--- src/rtl/spf_pkg.sv ---
// ----------------------------------------------------------------------------
// Sensor packet framer package
// Shared types, constants and the CRC-8 byte update function.
// ----------------------------------------------------------------------------
package spf_pkg;

  localparam logic [7:0] PKT_HEADER = 8'h34;
  localparam logic [7:0] CRC_POLY = 8'h31;
  localparam logic [7:0] BATTERY_RESET = 8'h4B;
  localparam logic signed [11:0] TEMP_MIN = -12'sd400;
  localparam logic signed [11:0] TEMP_MAX = 12'sd600;
  localparam logic [11:0] TEMP_OFFSET = 12'd400;
  localparam logic [3:0] SUBTYPE = 4'h0;
  localparam int unsigned PKT_LEN = 9;
  localparam logic [3:0] LAST_IDX = 4'(PKT_LEN - 1);

  localparam logic [1:0] STATUS_OK = 2'd0;
  localparam logic [1:0] STATUS_BAD_ID = 2'd1;
  localparam logic [1:0] STATUS_BAD_TEMP = 2'd2;

  typedef struct packed {
    logic [1:0]  status;
    logic [23:0] id;
    logic [11:0] raw;
    logic [7:0]  battery;
    logic [7:0]  crc;
    logic [7:0]  sum;
  } frame_t;

  function automatic logic [7:0] crc8_update(input logic [7:0] crc, input logic [7:0] data);
    logic [7:0] c;
    c = crc ^ data;
    for (int b = 0; b < 8; b++) begin
      if (c[7]) begin
        c = {c[6:0], 1'b0} ^ CRC_POLY;
      end else begin
        c = {c[6:0], 1'b0};
      end
    end
    return c;
  endfunction

endpackage

--- src/rtl/spf_in_if.sv ---
// ----------------------------------------------------------------------------
// Sensor sample channel
// Valid/ready channel carrying one sensor reading per request.
// ----------------------------------------------------------------------------
interface spf_in_if;
  logic               valid;
  logic               ready;
  logic [31:0]        sensor_id;
  logic signed [11:0] temp_tenths;

  modport source (output valid, output sensor_id, output temp_tenths, input ready);
  modport sink (input valid, input sensor_id, input temp_tenths, output ready);
endinterface

--- src/rtl/spf_out_if.sv ---
// ----------------------------------------------------------------------------
// Packet byte channel
// Valid/ready channel carrying one packet byte with status and last flag.
// ----------------------------------------------------------------------------
interface spf_out_if;
  logic       valid;
  logic       ready;
  logic [7:0] out_byte;
  logic [1:0] status;
  logic       last;

  modport source (output valid, output out_byte, output status, output last, input ready);
  modport sink (input valid, input out_byte, input status, input last, output ready);
endinterface

--- src/rtl/spf_cfg_if.sv ---
// ----------------------------------------------------------------------------
// Configuration write channel
// Valid/ready channel carrying the battery register write data.
// ----------------------------------------------------------------------------
interface spf_cfg_if;
  logic       valid;
  logic       ready;
  logic [7:0] data;

  modport source (output valid, output data, input ready);
  modport sink (input valid, input data, output ready);
endinterface

--- src/rtl/spf_check.sv ---
// ----------------------------------------------------------------------------
// Sensor packet framer input stage
// Registers each request, checks the ID and temperature range and offsets
// the temperature.
// ----------------------------------------------------------------------------
module spf_check (
  input  logic            clk,
  input  logic            rst,
  spf_in_if.sink          sample,
  input  logic [7:0]      battery,
  output logic            dn_valid,
  input  logic            dn_ready,
  output spf_pkg::frame_t dn_frame
);
  import spf_pkg::*;

  logic   en;
  frame_t frame_next;

  assign en = !dn_valid || dn_ready;
  assign sample.ready = en;

  always_comb begin
    frame_next = '0;
    frame_next.id = sample.sensor_id[23:0];
    frame_next.raw = sample.temp_tenths + TEMP_OFFSET;
    frame_next.battery = battery;
    if (sample.sensor_id[31:24] != 8'h00) begin
      frame_next.status = STATUS_BAD_ID;
    end else if (sample.temp_tenths < TEMP_MIN || sample.temp_tenths > TEMP_MAX) begin
      frame_next.status = STATUS_BAD_TEMP;
    end else begin
      frame_next.status = STATUS_OK;
    end
  end

  always_ff @(posedge clk) begin
    if (rst) begin
      dn_valid <= 1'b0;
    end else if (en) begin
      dn_valid <= sample.valid;
    end
  end

  always_ff @(posedge clk) begin
    if (en && sample.valid) begin
      dn_frame <= frame_next;
    end
  end

endmodule

--- src/rtl/spf_crc.sv ---
// ----------------------------------------------------------------------------
// Sensor packet framer checksum stages
// Two register stages: CRC-8 and byte sum over the header and ID bytes,
// then over the temperature and battery bytes.
// ----------------------------------------------------------------------------
module spf_crc (
  input  logic            clk,
  input  logic            rst,
  input  logic            up_valid,
  output logic            up_ready,
  input  spf_pkg::frame_t up_frame,
  output logic            dn_valid,
  input  logic            dn_ready,
  output spf_pkg::frame_t dn_frame
);
  import spf_pkg::*;

  logic   mid_valid;
  frame_t mid_frame;
  logic   en_mid;
  logic   en_dn;
  frame_t mid_next;
  frame_t dn_next;
  logic [7:0] temp_hi;

  assign en_dn = !dn_valid || dn_ready;
  assign en_mid = !mid_valid || en_dn;
  assign up_ready = en_mid;

  always_comb begin
    mid_next = up_frame;
    mid_next.crc = crc8_update(crc8_update(crc8_update(crc8_update(8'h00, PKT_HEADER),
      up_frame.id[23:16]), up_frame.id[15:8]), up_frame.id[7:0]);
    mid_next.sum = PKT_HEADER + up_frame.id[23:16] + up_frame.id[15:8] + up_frame.id[7:0];
  end

  assign temp_hi = {SUBTYPE, mid_frame.raw[11:8]};

  always_comb begin
    dn_next = mid_frame;
    dn_next.crc = crc8_update(crc8_update(crc8_update(mid_frame.crc, temp_hi),
      mid_frame.raw[7:0]), mid_frame.battery);
    dn_next.sum = mid_frame.sum + temp_hi + mid_frame.raw[7:0] + mid_frame.battery;
  end

  always_ff @(posedge clk) begin
    if (rst) begin
      mid_valid <= 1'b0;
      dn_valid <= 1'b0;
    end else begin
      if (en_mid) begin
        mid_valid <= up_valid;
      end
      if (en_dn) begin
        dn_valid <= mid_valid;
      end
    end
  end

  always_ff @(posedge clk) begin
    if (en_mid && up_valid) begin
      mid_frame <= mid_next;
    end
    if (en_dn && mid_valid) begin
      dn_frame <= dn_next;
    end
  end

endmodule

--- src/rtl/spf_serial.sv ---
// ----------------------------------------------------------------------------
// Sensor packet framer serializer
// Holds one finished frame and sends it one byte per request, or sends a
// single status request for a rejected sample.
// ----------------------------------------------------------------------------
module spf_serial (
  input  logic            clk,
  input  logic            rst,
  input  logic            up_valid,
  output logic            up_ready,
  input  spf_pkg::frame_t up_frame,
  spf_out_if.source       pkt
);
  import spf_pkg::*;

  logic       busy;
  logic [3:0] idx;
  frame_t     frame;
  frame_t     frame_in;
  logic       is_err;
  logic       fire;
  logic [7:0] byte_sel;

  assign is_err = frame.status != STATUS_OK;
  assign fire = pkt.valid && pkt.ready;
  assign up_ready = !busy || (fire && pkt.last);

  always_comb begin
    frame_in = up_frame;
    frame_in.sum = up_frame.sum + up_frame.crc;
  end

  always_comb begin
    case (idx)
      4'd0: byte_sel = PKT_HEADER;
      4'd1: byte_sel = frame.id[23:16];
      4'd2: byte_sel = frame.id[15:8];
      4'd3: byte_sel = frame.id[7:0];
      4'd4: byte_sel = {SUBTYPE, frame.raw[11:8]};
      4'd5: byte_sel = frame.raw[7:0];
      4'd6: byte_sel = frame.battery;
      4'd7: byte_sel = frame.crc;
      4'd8: byte_sel = frame.sum;
      default: byte_sel = 8'h00;
    endcase
  end

  assign pkt.valid = busy;
  assign pkt.out_byte = is_err ? 8'h00 : byte_sel;
  assign pkt.status = frame.status;
  assign pkt.last = is_err || (idx == LAST_IDX);

  always_ff @(posedge clk) begin
    if (rst) begin
      busy <= 1'b0;
      idx <= 4'd0;
    end else if (fire && !pkt.last) begin
      idx <= idx + 4'd1;
    end else if (up_ready) begin
      busy <= up_valid;
      idx <= 4'd0;
    end
  end

  always_ff @(posedge clk) begin
    if (up_ready && up_valid) begin
      frame <= frame_in;
    end
  end

endmodule

--- src/rtl/sensor_packet_framer.sv ---
// ----------------------------------------------------------------------------
// Sensor packet framer
// The first byte of a packet is offered once its sample has passed the check register,
// the two checksum stages and the serializer frame register. Bytes go out one per cycle while
// the output channel is ready; the next frame is taken as the last byte of a packet is accepted.
// Reset clears all pipeline valid bits and sets the battery byte to 0x4B.
// ----------------------------------------------------------------------------
module sensor_packet_framer (
  input  logic      clk,
  input  logic      rst,
  spf_in_if.sink    sample,
  spf_cfg_if.sink   cfg,
  spf_out_if.source pkt
);
  import spf_pkg::*;

  logic [7:0] battery;
  logic       chk_valid;
  logic       chk_ready;
  frame_t     chk_frame;
  logic       crc_valid;
  logic       crc_ready;
  frame_t     crc_frame;

  assign cfg.ready = 1'b1;

  always_ff @(posedge clk) begin
    if (rst) begin
      battery <= BATTERY_RESET;
    end else if (cfg.valid) begin
      battery <= cfg.data;
    end
  end

  spf_check u_check (
    .clk      (clk),
    .rst      (rst),
    .sample   (sample),
    .battery  (battery),
    .dn_valid (chk_valid),
    .dn_ready (chk_ready),
    .dn_frame (chk_frame)
  );

  spf_crc u_crc (
    .clk      (clk),
    .rst      (rst),
    .up_valid (chk_valid),
    .up_ready (chk_ready),
    .up_frame (chk_frame),
    .dn_valid (crc_valid),
    .dn_ready (crc_ready),
    .dn_frame (crc_frame)
  );

  spf_serial u_serial (
    .clk      (clk),
    .rst      (rst),
    .up_valid (crc_valid),
    .up_ready (crc_ready),
    .up_frame (crc_frame),
    .pkt      (pkt)
  );

endmodule
--- src/flat_wrapper.sv ---
// flat-port wrapper written by rule: the top's interface ports become plain ports
module sensor_packet_framer_flat import spf_pkg::*;
  (clk, rst, sample_valid, sample_sensor_id, sample_temp_tenths, sample_ready, cfg_valid, cfg_data, cfg_ready, pkt_valid, pkt_out_byte, pkt_status, pkt_last, pkt_ready);
  spf_in_if sample_i ();
  spf_cfg_if cfg_i ();
  spf_out_if pkt_i ();
  input  logic clk;
  input  logic rst;
  input wire logic [$bits(sample_i.valid)-1:0] sample_valid;
  input wire logic [$bits(sample_i.sensor_id)-1:0] sample_sensor_id;
  input wire logic [$bits(sample_i.temp_tenths)-1:0] sample_temp_tenths;
  output wire logic [$bits(sample_i.ready)-1:0] sample_ready;
  input wire logic [$bits(cfg_i.valid)-1:0] cfg_valid;
  input wire logic [$bits(cfg_i.data)-1:0] cfg_data;
  output wire logic [$bits(cfg_i.ready)-1:0] cfg_ready;
  output wire logic [$bits(pkt_i.valid)-1:0] pkt_valid;
  output wire logic [$bits(pkt_i.out_byte)-1:0] pkt_out_byte;
  output wire logic [$bits(pkt_i.status)-1:0] pkt_status;
  output wire logic [$bits(pkt_i.last)-1:0] pkt_last;
  input wire logic [$bits(pkt_i.ready)-1:0] pkt_ready;
  assign sample_i.valid = sample_valid;
  assign sample_i.sensor_id = sample_sensor_id;
  assign sample_i.temp_tenths = sample_temp_tenths;
  assign sample_ready = sample_i.ready;
  assign cfg_i.valid = cfg_valid;
  assign cfg_i.data = cfg_data;
  assign cfg_ready = cfg_i.ready;
  assign pkt_valid = pkt_i.valid;
  assign pkt_out_byte = pkt_i.out_byte;
  assign pkt_status = pkt_i.status;
  assign pkt_last = pkt_i.last;
  assign pkt_i.ready = pkt_ready;
  sensor_packet_framer u_core (.clk(clk), .rst(rst), .sample(sample_i), .cfg(cfg_i), .pkt(pkt_i));
endmodule
--- config.mk ---
export PLATFORM = sky130hd
export DESIGN_NAME = sensor_packet_framer_flat
export DESIGN_NICKNAME = d
export VERILOG_FILES = /design/src/rtl/spf_pkg.sv /design/src/rtl/spf_in_if.sv /design/src/rtl/spf_out_if.sv /design/src/rtl/spf_cfg_if.sv /design/src/rtl/spf_check.sv /design/src/rtl/spf_crc.sv /design/src/rtl/spf_serial.sv /design/src/rtl/sensor_packet_framer.sv /design/src/flat_wrapper.sv
export SDC_FILE = /design/constraint.sdc
export NUM_CORES = 1
export LEC_CHECK = 0
export BUFFER_PORTS_ARGS = -buffer_cell sky130_fd_sc_hd__buf_2
export CAP_MARGIN = 20
export CORE_ASPECT_RATIO = 1.2
export CORE_MARGIN = 2
export CORE_UTILIZATION = 65
export CTS_CLUSTER_DIAMETER = 80
export DETAILED_ROUTE_END_ITERATION = 8
export GPL_ROUTABILITY_DRIVEN = 0
export HOLD_SLACK_MARGIN = 0.1
export PLACE_DENSITY = 0.85
export SKIP_CTS_REPAIR_TIMING = 1
export SLEW_MARGIN = 20
export SYNTH_ARGS = -nofsm -noshare
export SYNTH_HDL_FRONTEND = slang
export SYNTH_SLANG_ARGS = --single-unit
--- constraint.sdc ---
create_clock -name clk -period 12.25 [get_ports clk]
set_input_delay 0 -clock clk [delete_from_list [all_inputs] [get_ports clk]]
set_output_delay 0 -clock clk [all_outputs]
set_load 0.1 [all_outputs]
After elaboration in Yosys (flattened, before gate mapping)
Index checks and enable logic that the tools add are counted.
{"block": "word_totals", "regBits": 248, "elab_cells": 180}
{"block": "op_classes", "add_sub_neg": 9, "magnitude_cmp": 2, "eq_ne": 8, "muxes": 53, "bitwise_logic": 55, "n_reduce_logical": 23}
{"operator": "2-to-1 mux 6 bit", "n": 48}
{"operator": "inverter 3 bit", "n": 48}
{"operator": "one-hot mux 8 bit (9 select lines)", "n": 1}
{"operator": "adder 8 bit", "n": 5}
{"operator": "XOR 8 bit", "n": 4}
{"operator": "== test 4 x 3 -> 1 bit (second input constant)", "n": 4}
{"operator": "adder 12 x 9 -> 12 bit (second input constant)", "n": 1}
{"operator": "greater-than comparator 12 x 11 -> 1 bit (second input constant)", "n": 1}
{"operator": "less-than comparator 12 x 10 -> 1 bit (second input constant)", "n": 1}
{"operator": "adder 6 x 8 -> 8 bit (first input constant)", "n": 1}
{"operator": "adder 8 x 4 -> 8 bit", "n": 1}
{"operator": "== test 4 x 2 -> 1 bit (second input constant)", "n": 2}
{"operator": "2-to-1 mux 4 bit", "n": 2}
{"operator": "2-to-1 mux 8 bit", "n": 1}
{"operator": "nonzero test 8 bit", "n": 1}
{"operator": "XOR 8 x 4 -> 8 bit", "n": 1}
{"operator": "logical AND 1 bit", "n": 7}
{"operator": "logical OR 1 bit", "n": 6}
{"operator": "zero test 1 bit", "n": 5}
{"operator": "adder 4 x 1 -> 4 bit (second input constant)", "n": 1}
{"operator": "== test 4 x 1 -> 1 bit (second input constant)", "n": 1}
{"operator": "== test 4 bit (second input constant)", "n": 1}
{"operator": "zero test 4 bit", "n": 1}
{"operator": "nonzero test 2 bit", "n": 2}
{"operator": "3 further kinds", "n": 4}

Depth between registers and ports, before layout
Gate-level depths: netlist (run 1).
{"block": "logic_depth", "ltp_word": 51, "mapped_depth": 12}

Modules after synthesis
From an unflattened synthesis (run 1), not the netlist that was laid out.
{"block": "hier_totals", "cells_unflattened": 696, "area_unflattened_um2": 11225.8}
{"mod": "spf_crc", "n_inst": 1, "cells_each": 351, "area_each_um2": 6158.4}
{"mod": "spf_serial", "n_inst": 1, "cells_each": 216, "area_each_um2": 2986.6}
{"mod": "spf_check", "n_inst": 1, "cells_each": 101, "area_each_um2": 1771.7}
{"mod": "sensor_packet_framer", "n_inst": 1, "cells_each": 28, "area_each_um2": 309.0}

Worst setup path after synthesis (run 1)
No wires, ideal clock.
{"block": "synth_path", "path_kind": "register to register", "startpoint": "register u_core.u_serial.idx[0]", "endpoint": "register u_core.u_crc.dn_frame[0] (netlist bit), enable pin", "setup_time_ps": 576, "t_arrival_ps": 6552, "required_time_ps": 11674, "path_slack_ps": 5122, "stages_incl_launch_ff": 9, "path_buffers": 1, "synth_period_minus_slack_ps": 7128, "cell_sequence": "dfxtp_1 -> inv_1 -> ha_1 -> clkbuf_1 -> and3_1 -> nor3_1 -> inv_1 -> a21boi_1 -> a21boi_0"}
{"block": "synth_via", "elab_chain_len": 6}
{"item": "from (decl)", "line_no": "spf_serial.sv:17", "rtl": "logic [3:0] idx;"}
{"item": "from (signal assigned)", "line_no": "spf_serial.sv:58", "rtl": "idx <= idx + 4'd1;"}
{"item": "== test 4 bit", "line_no": "spf_serial.sv:51", "rtl": "assign pkt.last = is_err || (idx == LAST_IDX);"}
{"item": "logical OR 1 bit", "line_no": "spf_serial.sv:51"}
{"item": "via pkt_last", "line_no": "flat_wrapper.sv:19", "rtl": "output wire logic [$bits(pkt_i.last)-1:0] pkt_last;"}
{"item": "logical AND 1 bit", "line_no": "spf_serial.sv:26", "rtl": "assign up_ready = !busy || (fire && pkt.last);"}
{"item": "logical OR 1 bit", "line_no": "spf_serial.sv:26"}
{"item": "logical OR 1 bit", "line_no": "spf_crc.sv:26", "rtl": "assign en_dn = !dn_valid || dn_ready;"}
{"item": "logical AND 1 bit", "line_no": "spf_crc.sv:64", "rtl": "if (en_dn && mid_valid) begin"}
{"item": "to (signal assigned)", "line_no": "spf_crc.sv:65", "rtl": "dn_frame <= dn_next;"}
{"item": "to (decl)", "line_no": "spf_crc.sv:14", "rtl": "output spf_pkg::frame_t dn_frame"}
The timed path passes the listed nets, and every way through them passes these cells.
A chain may end at the register's enable or synchronous reset.

==> reports/metrics.json, run 1 <==
{
  "grt_pass1_wl": {"value": 31600, "unit": "microns"},
  "fp.dieW": {"value": 122, "unit": "microns"},
  "cp_slowest_cell": {"value": "sky130_fd_sc_hd__fa_1"},
  "dr.pass1.iters": {"value": 5},
  "layout.cells.most_common": {"value": "sky130_fd_sc_hd__edfxtp_1"},
  "synth_enable_flop_cells": {"value": 232},
  "post_layout_nonfiller_instances": {"value": 1070},
  "grt_most_used_layer": {"value": "met2"},
  "clk-insertion-delay-late": {"value": 510, "unit": "ps"},
  "post_route_cells_drive_above_1_share": {"value": 14.1, "unit": "%"},
  "post-route-cell-area": {"value": 12800, "unit": "sq um"},
  "setup_tns": {"value": 0, "unit": "ps"},
  "inserted_clock_buffers": {"value": 23},
  "clock_sinks": {"value": 248},
  "final-setup-viol-count": {"value": 0},
  "met1_usage": {"value": 30.0, "unit": "%"},
  "max_cap_viol_count": {"value": 0},
  "mostFrequentLayoutCells": {"value": "sky130_fd_sc_hd__edfxtp_1 (232), sky130_fd_sc_hd__xnor2_1 (109), sky130_fd_sc_hd__dlygate4sd3_1 (69), sky130_fd_sc_hd__buf_2 (69), sky130_fd_sc_hd__inv_1 (61)"},
  "timing_max_transition_violations_final": {"value": 0},
  "finalHoldWorstSlack": {"value": 199, "unit": "ps"},
  "power_frac_comb": {"value": 37.0, "unit": "%"},
  "drt.antenna.violating_nets": {"value": 0},
  "route.vias.total": {"value": 6029},
  "global_route.usage.met2": {"value": 40.6, "unit": "%"},
  "netlist-cell-type-count": {"value": 45},
  "power_spent_charging_and_discharging_nets": {"value": 0.906, "unit": "mW"},
  "design.die.area": {"value": 17700, "unit": "sq um"},
  "worst_slack": {"value": 8910, "unit": "ps"},
  "timing_worst_setup_path_type": {"value": "reg -> reg"},
  "dp_hpwl": {"value": 14100, "unit": "microns"},
  "first_iter_violations": {"value": 644},
  "grt_pass1_vias": {"value": 5997},
  "postSynth.topFlopCell": {"value": "sky130_fd_sc_hd__edfxtp_1"},
  "postSynthRegisterBits": {"value": 248},
  "clock_power_share": {"value": 23.1, "unit": "%"},
  "worst_pin_slew": {"value": 1030, "unit": "ps"},
  "worst_path_largest_cell_delay": {"value": 550, "unit": "ps"},
  "total_power": {"value": 2.96, "unit": "mW"},
  "clock_skew": {"value": 13.2, "unit": "ps"},
  "status": {"value": "completed"},
  "achievable_frequency": {"value": 0.299, "unit": "GHz"},
  "power_per_cell_area": {"value": 231, "unit": "nW/um^2"},
  "vdd_drop_max": {"value": 0.172, "unit": "mV"},
  "syn_inst": {"value": 693},
  "synth_to_layout_area_growth": {"value": 18.6, "unit": "%"},
  "cp_data_required_time": {"value": 12500, "unit": "ps"},
  "cts_root_buffer": {"value": "sky130_fd_sc_hd__clkbuf_16"},
  "unrepaired_setup_endpoints_after_global_routing": {"value": "false"},
  "power.share.sequential": {"value": 39.9, "unit": "%"},
  "io_pins": {"value": 71},
  "routed_wirelength": {"value": 21200, "unit": "microns"},
  "clock_pin_slew_reported_for_the_worst_setup_and_hold_paths_after_clock_tree_synthesis": {"value": 70, "unit": "ps"},
  "seq_area_frac_synth": {"value": 67.3, "unit": "%"},
  "crit_path_cell_trace": {"value": "inv_1, fa_1, fa_1, inv_1, ha_1, fa_1, a21oi_1, nor2_1, nor2_1, o21bai_1, a21oi_1, xnor2_1"},
  "final_period_minus_worst_setup_slack": {"value": 3340, "unit": "ps"},
  "final_hold_viol_count": {"value": 0},
  "placed_cell_area": {"value": 11400, "unit": "sq um"},
  "ctsHtreeMaxLevel": {"value": 1},
  "final_core_utilization": {"value": 78.8, "unit": "%"},
  "dp_cells": {"value": 959},
  "synthesis.nets": {"value": 804},
  "internal_power": {"value": 2.05, "unit": "mW"},
  "grt_start_max_net_pins": {"value": 63},
  "crit_path_end_kind": {"value": "register"},
  "routedWlPerCell": {"value": 19.8, "unit": "microns"},
  "cts_tree": {"value": "done"},
  "globalRoute.totalOverflow": {"value": 0},
  "antennaDiodeCount": {"value": 0},
  "switching_part_of_the_total": {"value": 30.6, "unit": "%"},
  "final.fill_count": {"value": 852},
  "timing.max_slew.rel_slack": {"value": 31.1, "unit": "%"},
  "synthesis.yosys.warnings": {"value": 0},
  "critPathLaunchType": {"value": "register"},
  "cp_max_fo": {"value": 4},
  "start_util": {"value": 66.5, "unit": "%"},
  "design.final.nets": {"value": 952},
  "total_leakage_power": {"value": 4.77, "unit": "nW"},
  "numPortBuffers": {"value": 69},
  "netlist_area": {"value": 10800, "unit": "sq um"},
  "preCtsSetupSlack": {"value": 9020, "unit": "ps"},
  "use_met3": {"value": 3.02, "unit": "%"},
  "groute.usage.overall": {"value": 23.4, "unit": "%"},
  "ys_async_sr_fraction": {"value": 0, "unit": "%"},
  "post-route-period-util": {"value": 27.3, "unit": "%"},
  "die_height": {"value": 145, "unit": "microns"},
  "crit_top_cell": {"value": "sky130_fd_sc_hd__fa_1"},
  "syn_avg_cell_area": {"value": 15.6, "unit": "sq um"},
  "worstHoldPathType": {"value": "in -> reg"},
  "route.detailed.vias_per_inst": {"value": 5.63},
  "num_rows": {"value": 51},
  "floorplan.core_area": {"value": 16300, "unit": "sq um"},
  "route.detailed.drc": {"value": 0},
  "crit_arrival": {"value": 3590, "unit": "ps"},
  "grt_antenna_before_repair": {"value": 0},
  "ctsLongestPathBuffers": {"value": 3}
}
[power groups by stage]
stage | logic (mW) | clock network, mW | registers (mW)
detailed placement | 1.05 | 0 | 1.20
global placement | 1.02 | 0 | 1.19
finish | 1.09 | 0.683 | 1.18
global route | 1.19 | 0.723 | 1.19
floorplan | 0.861 | 0 | 1.17
CTS | 1.07 | 0.690 | 1.18
[area by class of cell]
type / instances / area, sq um / share of cell area, %
clock buffers: 28 / 624 / 4.87
clock inverters: 14 / 103 / 0.800
inverters: 62 / 233 / 1.81
multi-input cells: 364 / 3250 / 25.3
flip-flops and latches: 248 / 7290 / 56.8
well taps: 212 / 265 / 2.07
repair buffers: 142 / 1070 / 8.31
[logic make-up (layout without fill, tap and decap cells)]
| group | Yosys count | after routing | share of synthesized area, % |
|---|---|---|---|
| flip-flops | 248 | 248 | 67.3 |
| AO/OA/AOI/OAI | 87 | 87 | 5.42 |
| AND/OR/NAND/NOR | 68 | 68 | 2.99 |
| adder cells (fa/ha/maj) | 54 | 54 | 7.63 |
| multiplexers | 5 | 5 | 0.474 |
| XOR/XNOR | 149 | 149 | 13.2 |
| other | 1 | 1 | 0.0347 |
| buffers and inverters | 81 | 246 | 2.94 |
[path summary, 6_finish.rpt]
kind,cells after the start,end,start,slack [ps]
min reg2reg,0,u_core.u_crc.dn_frame[45],u_core.u_crc.dn_next[45],410
max,12,u_core.u_crc.dn_frame[7],u_core.u_crc.dn_next[25],8910
min,2,u_core.u_check.dn_frame[40],sample_sensor_id[4],200
max reg2reg,12,u_core.u_crc.dn_frame[7],u_core.u_crc.dn_next[25],8910
[cells in the mapped netlist, types with 5 or more instances]
cell type | n | area, sq um
sky130_fd_sc_hd__clkbuf_1 | 12 | 45.0
sky130_fd_sc_hd__xnor3_1 | 6 | 135
sky130_fd_sc_hd__nor2b_1 | 6 | 37.5
sky130_fd_sc_hd__o21bai_1 | 6 | 45.0
sky130_fd_sc_hd__xor2_1 | 30 | 263
sky130_fd_sc_hd__nand3_1 | 8 | 40.0
sky130_fd_sc_hd__o21ai_0 | 5 | 25.0
sky130_fd_sc_hd__a22oi_1 | 9 | 67.6
sky130_fd_sc_hd__nand2_1 | 11 | 41.3
sky130_fd_sc_hd__edfxtp_1 | 232 | 6970
sky130_fd_sc_hd__dfxtp_1 | 16 | 320
sky130_fd_sc_hd__nor2_1 | 25 | 93.8
sky130_fd_sc_hd__a21o_1 | 5 | 37.5
sky130_fd_sc_hd__a21oi_1 | 35 | 175
sky130_fd_sc_hd__fa_1 | 20 | 400
sky130_fd_sc_hd__a211o_1 | 6 | 52.6
sky130_fd_sc_hd__inv_1 | 61 | 229
sky130_fd_sc_hd__a222oi_1 | 7 | 70.1
sky130_fd_sc_hd__xnor2_1 | 109 | 955
sky130_fd_sc_hd__ha_1 | 34 | 425
[sequential cells by signal, indices dropped and copies added (netlist names)]
name	cells
u_core.u_check.dn_frame	46
u_core.u_check.dn_valid	1
u_core.u_crc.mid_frame	16
u_core.u_crc.dn_frame	62
u_core.battery	8
u_core.u_crc.dn_next	46
u_core.u_crc.mid_valid	1
u_core.u_serial.idx	4
u_core.u_serial.pkt.status	2
u_core.u_serial.pkt.valid	1
u_core.u_crc.dn_valid	1
u_core.u_serial.frame	60
[metal layers]
layer / share of wire [%] / wire length [microns]
met3: 5.4 / 1140
met4: 3.7 / 776
met2: 52 / 11100
met5: 0 / 0
met1: 39 / 8230
[critical path, delay by kind of cell (launching register included)]
kind                       cells  cell delay [ps]
adders and majority gates      4             1660
DFF                            1              500
AOI/OAI and AO/OA              3              440
and+or+nand+nor                2              200
buffers and inverters          2              170
xor gates and xnor gates       1              100
Note: power is estimated with default switching activity, not from simulation.
==> run 2, diff against run 1 <==
--- a/config.mk
+++ b/config.mk
@@ -9,12 +9,12 @@
 export CAP_MARGIN = 20
 export CORE_ASPECT_RATIO = 1.2
 export CORE_MARGIN = 2
-export CORE_UTILIZATION = 65
+export CORE_UTILIZATION = 60
 export CTS_CLUSTER_DIAMETER = 80
 export DETAILED_ROUTE_END_ITERATION = 8
 export GPL_ROUTABILITY_DRIVEN = 0
 export HOLD_SLACK_MARGIN = 0.1
-export PLACE_DENSITY = 0.85
+export PLACE_DENSITY = 0.79
 export SKIP_CTS_REPAIR_TIMING = 1
 export SLEW_MARGIN = 20
 export SYNTH_ARGS = -nofsm -noshare
==> constraint.sdc (replaced) <==
create_clock -name clk -period 3.4 [get_ports clk]
set_input_delay 0 -clock clk [delete_from_list [all_inputs] [get_ports clk]]
set_output_delay 0 -clock clk [all_outputs]
set_load 0.1 [all_outputs]
==> reports/metrics.json, run 2 (same netlist as run 1, synthesis figures left out) <==
{
  "number_of_flip_flops_in_the_largest_register": {"value": 62, "change": "unchanged"},
  "final.fill_count": {"value": 1013, "change": "+19%"},
  "clock_sinks": {"value": 248, "change": "unchanged"},
  "fp.dieW": {"value": 127, "unit": "microns", "change": "+3.9%"},
  "floorplan.core_area": {"value": 17600, "unit": "sq um", "change": "+8.0%"},
  "layout.cells.most_common": {"value": "sky130_fd_sc_hd__edfxtp_1"},
  "groute.usage.overall": {"value": 21.9, "unit": "%", "change": "-1.5 points"},
  "design.final.nets": {"value": 957, "change": "+0.53%"},
  "post-route-cell-area": {"value": 13000, "unit": "sq um", "change": "+0.96%"},
  "finalHoldWorstSlack": {"value": 198, "unit": "ps", "change": "-1.31 ps"},
  "clock_skew": {"value": 10.8, "unit": "ps", "change": "-2.39 ps"},
  "unrepaired_setup_endpoints_after_global_routing": {"value": "false"},
  "routedWlPerCell": {"value": 19.4, "unit": "microns", "change": "-2.4%"},
  "grt_start_max_net_pins": {"value": 63, "change": "unchanged"},
  "mostFrequentLayoutCells": {"value": "sky130_fd_sc_hd__edfxtp_1 (232), sky130_fd_sc_hd__xnor2_1 (109), sky130_fd_sc_hd__buf_2 (69), sky130_fd_sc_hd__dlygate4sd3_1 (68), sky130_fd_sc_hd__inv_1 (58)"},
  "design.die.area": {"value": 19100, "unit": "sq um", "change": "+8.1%"},
  "worstHoldPathType": {"value": "in -> reg"},
  "drt.antenna.violating_nets": {"value": 0, "change": "unchanged"},
  "worst_slack": {"value": 179, "unit": "ps", "change": "-8730 ps"},
  "post_layout_nonfiller_instances": {"value": 1082, "change": "+1.1%"},
  "post-route-period-util": {"value": 94.7, "unit": "%", "change": "+67 points"},
  "status": {"value": "completed"},
  "die_height": {"value": 151, "unit": "microns", "change": "+4.0%"},
  "largest_register": {"value": "u_core.u_crc.dn_frame"},
  "achievable_frequency": {"value": 0.310, "unit": "GHz", "change": "+3.7%"},
  "crit_path_end_kind": {"value": "register"},
  "timing.max_slew.rel_slack": {"value": 47.4, "unit": "%", "change": "+16 points"},
  "vdd_drop_max": {"value": 0.996, "unit": "mV", "change": "+480%"},
  "first_iter_violations": {"value": 413, "change": "-36%"},
  "clk-insertion-delay-late": {"value": 510, "unit": "ps", "change": "about the same"},
  "dr.pass1.iters": {"value": 5, "change": "unchanged"},
  "globalRoute.totalOverflow": {"value": 0, "change": "unchanged"},
  "worst_pin_slew": {"value": 789, "unit": "ps", "change": "-244 ps"},
  "num_rows": {"value": 53, "change": "+3.9%"},
  "crit_arrival": {"value": 3480, "unit": "ps", "change": "-110 ps"},
  "grt_pass1_wl": {"value": 32000, "unit": "microns", "change": "+1.1%"},
  "preCtsSetupSlack": {"value": 244, "unit": "ps", "change": "-8770 ps"},
  "cts_root_buffer": {"value": "sky130_fd_sc_hd__clkbuf_16"},
  "total_power": {"value": 10.8, "unit": "mW", "change": "+270%"},
  "timing_worst_setup_path_type": {"value": "reg -> reg"},
  "setup_tns": {"value": 0, "unit": "ps", "change": "unchanged"},
  "final-setup-viol-count": {"value": 0, "change": "unchanged"},
  "antennaDiodeCount": {"value": 0, "change": "unchanged"},
  "total_leakage_power": {"value": 4.79, "unit": "nW", "change": "+0.40%"},
  "power_per_cell_area": {"value": 834, "unit": "nW/um^2", "change": "+260%"},
  "ctsLongestPathBuffers": {"value": 3, "change": "unchanged"},
  "final_hold_viol_count": {"value": 0, "change": "unchanged"},
  "cp_data_required_time": {"value": 3660, "unit": "ps", "change": "-8840 ps"},
  "start_util": {"value": 61.6, "unit": "%", "change": "-4.9 points"},
  "cts_tree": {"value": "done"},
  "routed_wirelength": {"value": 20900, "unit": "microns", "change": "-1.3%"},
  "route.detailed.drc": {"value": 0, "change": "unchanged"},
  "ctsHtreeMaxLevel": {"value": 1, "change": "unchanged"},
  "io_pins": {"value": 71, "change": "unchanged"},
  "post_route_cells_drive_above_1_share": {"value": 15.8, "unit": "%", "change": "+1.7 points"},
  "final_core_utilization": {"value": 73.7, "unit": "%", "change": "-5.1 points"},
  "numPortBuffers": {"value": 69, "change": "unchanged"},
  "cp_max_fo": {"value": 3, "change": "-1"},
  "timing_max_transition_violations_final": {"value": 0, "change": "unchanged"},
  "layout_top_registers": {"value": "u_core.u_crc.dn_frame x62, u_core.u_serial.frame x60"},
  "dp_cells": {"value": 970, "change": "+1.1%"},
  "route.detailed.vias_per_inst": {"value": 5.55, "change": "-1.5%"},
  "placed_cell_area": {"value": 11500, "unit": "sq um", "change": "+0.83%"},
  "clock_pin_slew_reported_for_the_worst_setup_and_hold_paths_after_clock_tree_synthesis": {"value": 60, "unit": "ps", "change": "about the same"},
  "synth_to_layout_area_growth": {"value": 19.7, "unit": "%"},
  "critPathLaunchType": {"value": "register"},
  "route.vias.total": {"value": 6004, "change": "-0.41%"},
  "inserted_clock_buffers": {"value": 24, "change": "+4.3%"},
  "grt_pass1_vias": {"value": 6035, "change": "+0.63%"},
  "dp_hpwl": {"value": 14100, "unit": "microns", "change": "+0.15%"},
  "grt_antenna_before_repair": {"value": 0, "change": "unchanged"},
  "final_period_minus_worst_setup_slack": {"value": 3220, "unit": "ps", "change": "-119 ps"},
  "max_cap_viol_count": {"value": 0, "change": "unchanged"}
}
==> run 2: cell count changes in the layout (fill, tap and decap cells not counted), sizes merged <==
cell / previous run / this run
buf: 73 / 78
clkbuf: 28 / 32
clkinv: 11 / 7
clkinvlp: 1 / 4
dlygate4sd3: 69 / 68
inv: 63 / 60
==> run 2: where the power goes <==
| group | total (mW) | switching, mW | internal (mW) |
|---|---|---|---|
| clock | 2.50 | 1.06 | 1.44 |
| sequential | 4.26 | 0.221 | 4.04 |
| combinational | 4.04 | 2.06 | 1.97 |
==> run 2: routing by layer <==
metal	vias to the layer above	share of wire, %	wire [microns]	global-route usage [%]
met4	0	3.7	769	9.12
met5	-	0	0	0
met1	2969	39	8180	27.9
met3	54	4.8	995	2.79
li1	2775	-	-	-
met2	206	52	11000	38.2
==> run 2: worst paths after layout <==
| kind | start | endpoint | slack [ps] | depth (start not counted) |
|---|---|---|---|---|
| setup / recovery | u_core.u_crc.dn_next[17] | u_core.u_crc.dn_frame[7] | 180 | 12 |
| hold / removal | sample_sensor_id[8] | u_core.u_check.dn_frame[44] | 200 | 2 |
| setup reg to reg | u_core.u_crc.dn_next[17] | u_core.u_crc.dn_frame[7] | 180 | 12 |
| hold reg to reg | u_core.u_crc.dn_next[57] | u_core.u_crc.dn_frame[57] | 420 | 0 |
==> run 2: final cells by class <==
type	count	area (sq um)	share of cell area [%]
clock buffers	32	662	5.11
repair buffers	146	1110	8.54
inverters	62	238	1.84
clock inverters	10	85.1	0.657
flip-flops and latches	248	7290	56.3
multi-input cells	364	3300	25.5
well taps	220	275	2.13
==> run 2: critical path: stages, from the launching register on <==
cell and delay (ps):
sky130_fd_sc_hd__edfxtp_1 420, sky130_fd_sc_hd__inv_1 100, sky130_fd_sc_hd__fa_1 450, sky130_fd_sc_hd__fa_1 540
sky130_fd_sc_hd__inv_1 40, sky130_fd_sc_hd__ha_1 230, sky130_fd_sc_hd__fa_1 450, sky130_fd_sc_hd__a21oi_1 180
sky130_fd_sc_hd__nor2_1 70, sky130_fd_sc_hd__nor2_2 120, sky130_fd_sc_hd__o21bai_1 100, sky130_fd_sc_hd__a21oi_1 180
sky130_fd_sc_hd__xnor2_1 90
==> run 3, diff against run 2 <==
--- a/config.mk
+++ b/config.mk
@@ -7,14 +7,16 @@
 export LEC_CHECK = 0
 export BUFFER_PORTS_ARGS = -buffer_cell sky130_fd_sc_hd__buf_2
 export CAP_MARGIN = 20
+export CELL_PAD_IN_SITES_DETAIL_PLACEMENT = 0
+export CELL_PAD_IN_SITES_GLOBAL_PLACEMENT = 1
 export CORE_ASPECT_RATIO = 1.2
 export CORE_MARGIN = 2
-export CORE_UTILIZATION = 60
+export CORE_UTILIZATION = 51
 export CTS_CLUSTER_DIAMETER = 80
 export DETAILED_ROUTE_END_ITERATION = 8
 export GPL_ROUTABILITY_DRIVEN = 0
 export HOLD_SLACK_MARGIN = 0.1
-export PLACE_DENSITY = 0.79
+export PLACE_DENSITY_LB_ADDON = 0.1
 export SKIP_CTS_REPAIR_TIMING = 1
 export SLEW_MARGIN = 20
 export SYNTH_ARGS = -nofsm -noshare
==> reports/metrics.json, run 3 (same netlist as run 1, synthesis figures left out) <==
{
  "status": {"value": "completed"},
  "preCtsSetupSlack": {"value": 270, "unit": "ps", "change": "+25.7 ps"},
  "grt_pass1_vias": {"value": 5677, "change": "-5.9%"},
  "route.vias.total": {"value": 5741, "change": "-4.4%"},
  "final_period_minus_worst_setup_slack": {"value": 3110, "unit": "ps", "change": "-106 ps"},
  "drt.antenna.violating_nets": {"value": 0, "change": "unchanged"},
  "final_hold_viol_count": {"value": 0, "change": "unchanged"},
  "clock_pin_slew_reported_for_the_worst_setup_and_hold_paths_after_clock_tree_synthesis": {"value": 60, "unit": "ps", "change": "about the same"},
  "cp_max_fo": {"value": 3, "change": "unchanged"},
  "worstRegToRegCells": {"value": 12, "change": "unchanged"},
  "routedWlPerCell": {"value": 18.0, "unit": "microns", "change": "-6.9%"},
  "unrepaired_setup_endpoints_after_global_routing": {"value": "false"},
  "ctsLongestPathBuffers": {"value": 3, "change": "unchanged"},
  "num_rows": {"value": 58, "change": "+9.4%"},
  "clk-insertion-delay-late": {"value": 520, "unit": "ps", "change": "about the same"},
  "crit_path_end_kind": {"value": "register"},
  "vdd_drop_max": {"value": 0.907, "unit": "mV", "change": "-9.0%"},
  "dp_hpwl": {"value": 14500, "unit": "microns", "change": "+2.6%"},
  "route.detailed.vias_per_inst": {"value": 5.04, "change": "-9.2%"},
  "worst_pin_slew": {"value": 830, "unit": "ps", "change": "+40.7 ps"},
  "setup_tns": {"value": 0, "unit": "ps", "change": "unchanged"},
  "clock_skew": {"value": 9.76, "unit": "ps", "change": "-1.03 ps"},
  "timing_max_transition_violations_final": {"value": 0, "change": "unchanged"},
  "synth_to_layout_area_growth": {"value": 21.5, "unit": "%"},
  "multi_input_comb_area": {"value": 3300, "unit": "sq um", "change": "about the same"},
  "mostFrequentLayoutCells": {"value": "sky130_fd_sc_hd__edfxtp_1 (232), sky130_fd_sc_hd__xnor2_1 (109), sky130_fd_sc_hd__dlygate4sd3_1 (69), sky130_fd_sc_hd__buf_2 (69), sky130_fd_sc_hd__inv_1 (58)"},
  "number_of_flip_flops_in_the_largest_register": {"value": 62, "change": "unchanged"},
  "ctsHtreeMaxLevel": {"value": 1, "change": "unchanged"},
  "regToRegStartpoint": {"value": "u_core.u_crc.dn_next[17]"},
  "design.die.area": {"value": 22400, "unit": "sq um", "change": "+17%"},
  "layout_top_registers": {"value": "u_core.u_crc.dn_frame x62, u_core.u_serial.frame x60"},
  "groute.usage.overall": {"value": 18.6, "unit": "%", "change": "-3.3 points"},
  "cts_tree": {"value": "done"},
  "routed_wirelength": {"value": 20500, "unit": "microns", "change": "-2.0%"},
  "numPortBuffers": {"value": 69, "change": "unchanged"},
  "ff_latch_area": {"value": 7290, "unit": "sq um", "change": "unchanged"},
  "final_core_utilization": {"value": 62.9, "unit": "%", "change": "-11 points"},
  "r2r_end": {"value": "u_core.u_crc.dn_frame[7]"},
  "achievable_frequency": {"value": 0.321, "unit": "GHz", "change": "+3.4%"},
  "cp_data_required_time": {"value": 3660, "unit": "ps", "change": "about the same"},
  "design.final.nets": {"value": 961, "change": "+0.42%"},
  "clock_sinks": {"value": 248, "change": "unchanged"},
  "first_iter_violations": {"value": 396, "change": "-4.1%"},
  "post-route-period-util": {"value": 91.6, "unit": "%", "change": "-3.1 points"},
  "largest_register": {"value": "u_core.u_crc.dn_frame"},
  "critPathLaunchType": {"value": "register"},
  "grt_pass1_wl": {"value": 31400, "unit": "microns", "change": "-1.9%"},
  "timing.max_slew.rel_slack": {"value": 44.7, "unit": "%", "change": "-2.7 points"},
  "final-setup-viol-count": {"value": 0, "change": "unchanged"},
  "worst_slack": {"value": 285, "unit": "ps", "change": "+106 ps"},
  "layout.cells.most_common": {"value": "sky130_fd_sc_hd__edfxtp_1"},
  "timing_worst_setup_path_type": {"value": "reg -> reg"},
  "grt_antenna_before_repair": {"value": 0, "change": "unchanged"},
  "cts_root_buffer": {"value": "sky130_fd_sc_hd__clkbuf_16"},
  "grt_start_max_net_pins": {"value": 63, "change": "unchanged"},
  "crit_path_from": {"value": "u_core.u_crc.dn_next[17]"},
  "fp.dieW": {"value": 137, "unit": "microns", "change": "+8.2%"},
  "inserted_clock_buffers": {"value": 25, "change": "+4.2%"},
  "io_pins": {"value": 71, "change": "unchanged"},
  "setup.worst_path.end": {"value": "u_core.u_crc.dn_frame[7]"},
  "total_leakage_power": {"value": 4.86, "unit": "nW", "change": "+1.5%"},
  "crit_arrival": {"value": 3380, "unit": "ps", "change": "-100 ps"},
  "globalRoute.totalOverflow": {"value": 0, "change": "unchanged"},
  "die_height": {"value": 164, "unit": "microns", "change": "+8.2%"},
  "dr.pass1.iters": {"value": 5, "change": "unchanged"},
  "post_route_cells_drive_above_1_share": {"value": 16.0, "unit": "%", "change": "+0.22 points"},
  "final.fill_count": {"value": 1573, "change": "+55%"},
  "floorplan.core_area": {"value": 20900, "unit": "sq um", "change": "+19%"},
  "antennaDiodeCount": {"value": 0, "change": "unchanged"},
  "worstHoldPathType": {"value": "in -> reg"},
  "route.detailed.drc": {"value": 0, "change": "unchanged"},
  "start_util": {"value": 51.8, "unit": "%", "change": "-9.8 points"},
  "max_cap_viol_count": {"value": 0, "change": "unchanged"},
  "setup.reg_to_reg.worst_slack": {"value": 290, "unit": "ps", "change": "+110 ps"},
  "power_per_cell_area": {"value": 834, "unit": "nW/um^2", "change": "about the same"}
}
[run 3: cell count changes in the layout (fill, tap and decap cells not counted), sizes merged]
cell,change
inv,+2
clkbuf,-2
clkinv,+3
clkinvlp,-2
buf,+2
bufinv,+3
dlygate4sd3,+1
[run 3: per-layer routing]
metal / GRT usage [%] / vias to the layer above / wire length [microns]
met2: 31.4 / 133 / 10300
met5: 0 / - / 0
li1: - / 2782 / -
met4: 6.51 / 0 / 551
met3: 2.76 / 36 / 899
met1: 24.7 / 2790 / 8790
[run 3: where the power goes]
group	leakage [nW]	switching, mW	total [mW]	internal [mW]
Clock	0.405	1.11	2.77	1.66
Combinational	2.16	1.98	3.95	1.97
Sequential	2.29	0.211	4.25	4.04
[run 3: worst min-delay path by stage]
stage,end,start,depth (start not counted),slack (ps)
final,u_core.u_check.dn_frame[51],sample_sensor_id[15],2,190
after global routing,u_core.u_check.dn_frame[41],sample_sensor_id[5],2,170
after CTS,u_core.u_check.dn_frame[43],sample_sensor_id[7],1,-370
after detailed placement,u_core.u_check.dn_frame[47],sample_sensor_id[11],1,180
after global placement,u_core.u_check.dn_frame[46],sample_sensor_id[10],1,180
after floorplan,u_core.battery[0],rst,1,100
[run 3: critical path, cell delays in order, from the launching register on]
cell and delay (ps):
sky130_fd_sc_hd__edfxtp_1 420, sky130_fd_sc_hd__inv_1 100, sky130_fd_sc_hd__fa_1 440, sky130_fd_sc_hd__fa_1 540, sky130_fd_sc_hd__inv_1 40, sky130_fd_sc_hd__ha_1 220, sky130_fd_sc_hd__fa_1 420, sky130_fd_sc_hd__a21oi_1 160
sky130_fd_sc_hd__nor2_1 50, sky130_fd_sc_hd__nor2_1 140, sky130_fd_sc_hd__o21bai_1 100, sky130_fd_sc_hd__a21oi_2 150, sky130_fd_sc_hd__xnor2_1 80
[run 3: cell type report]
cell class	instances	area share [%]
flip-flops and latches	248	55.4
multi-input cells	364	25.1
repair buffers	149	8.75
clock buffers	30	4.90
well taps	270	2.57
inverters	62	1.81
clock inverters	16	1.45
[run 3: through the flow]
stage | power [mW] | instance area (sq um) | hold WS (ps) | std cells
after detailed placement | 8.19 | 11600 | 178 | 1023
after floorplan | 7.31 | 10900 | 98.6 | 693
final | 11.0 | 13100 | 194 | 1139
after CTS | 11.0 | 12400 | -368 | 1069
after global placement | 8.14 | 11600 | 177 | 1022
after global routing | 11.6 | 13100 | 175 | 1139
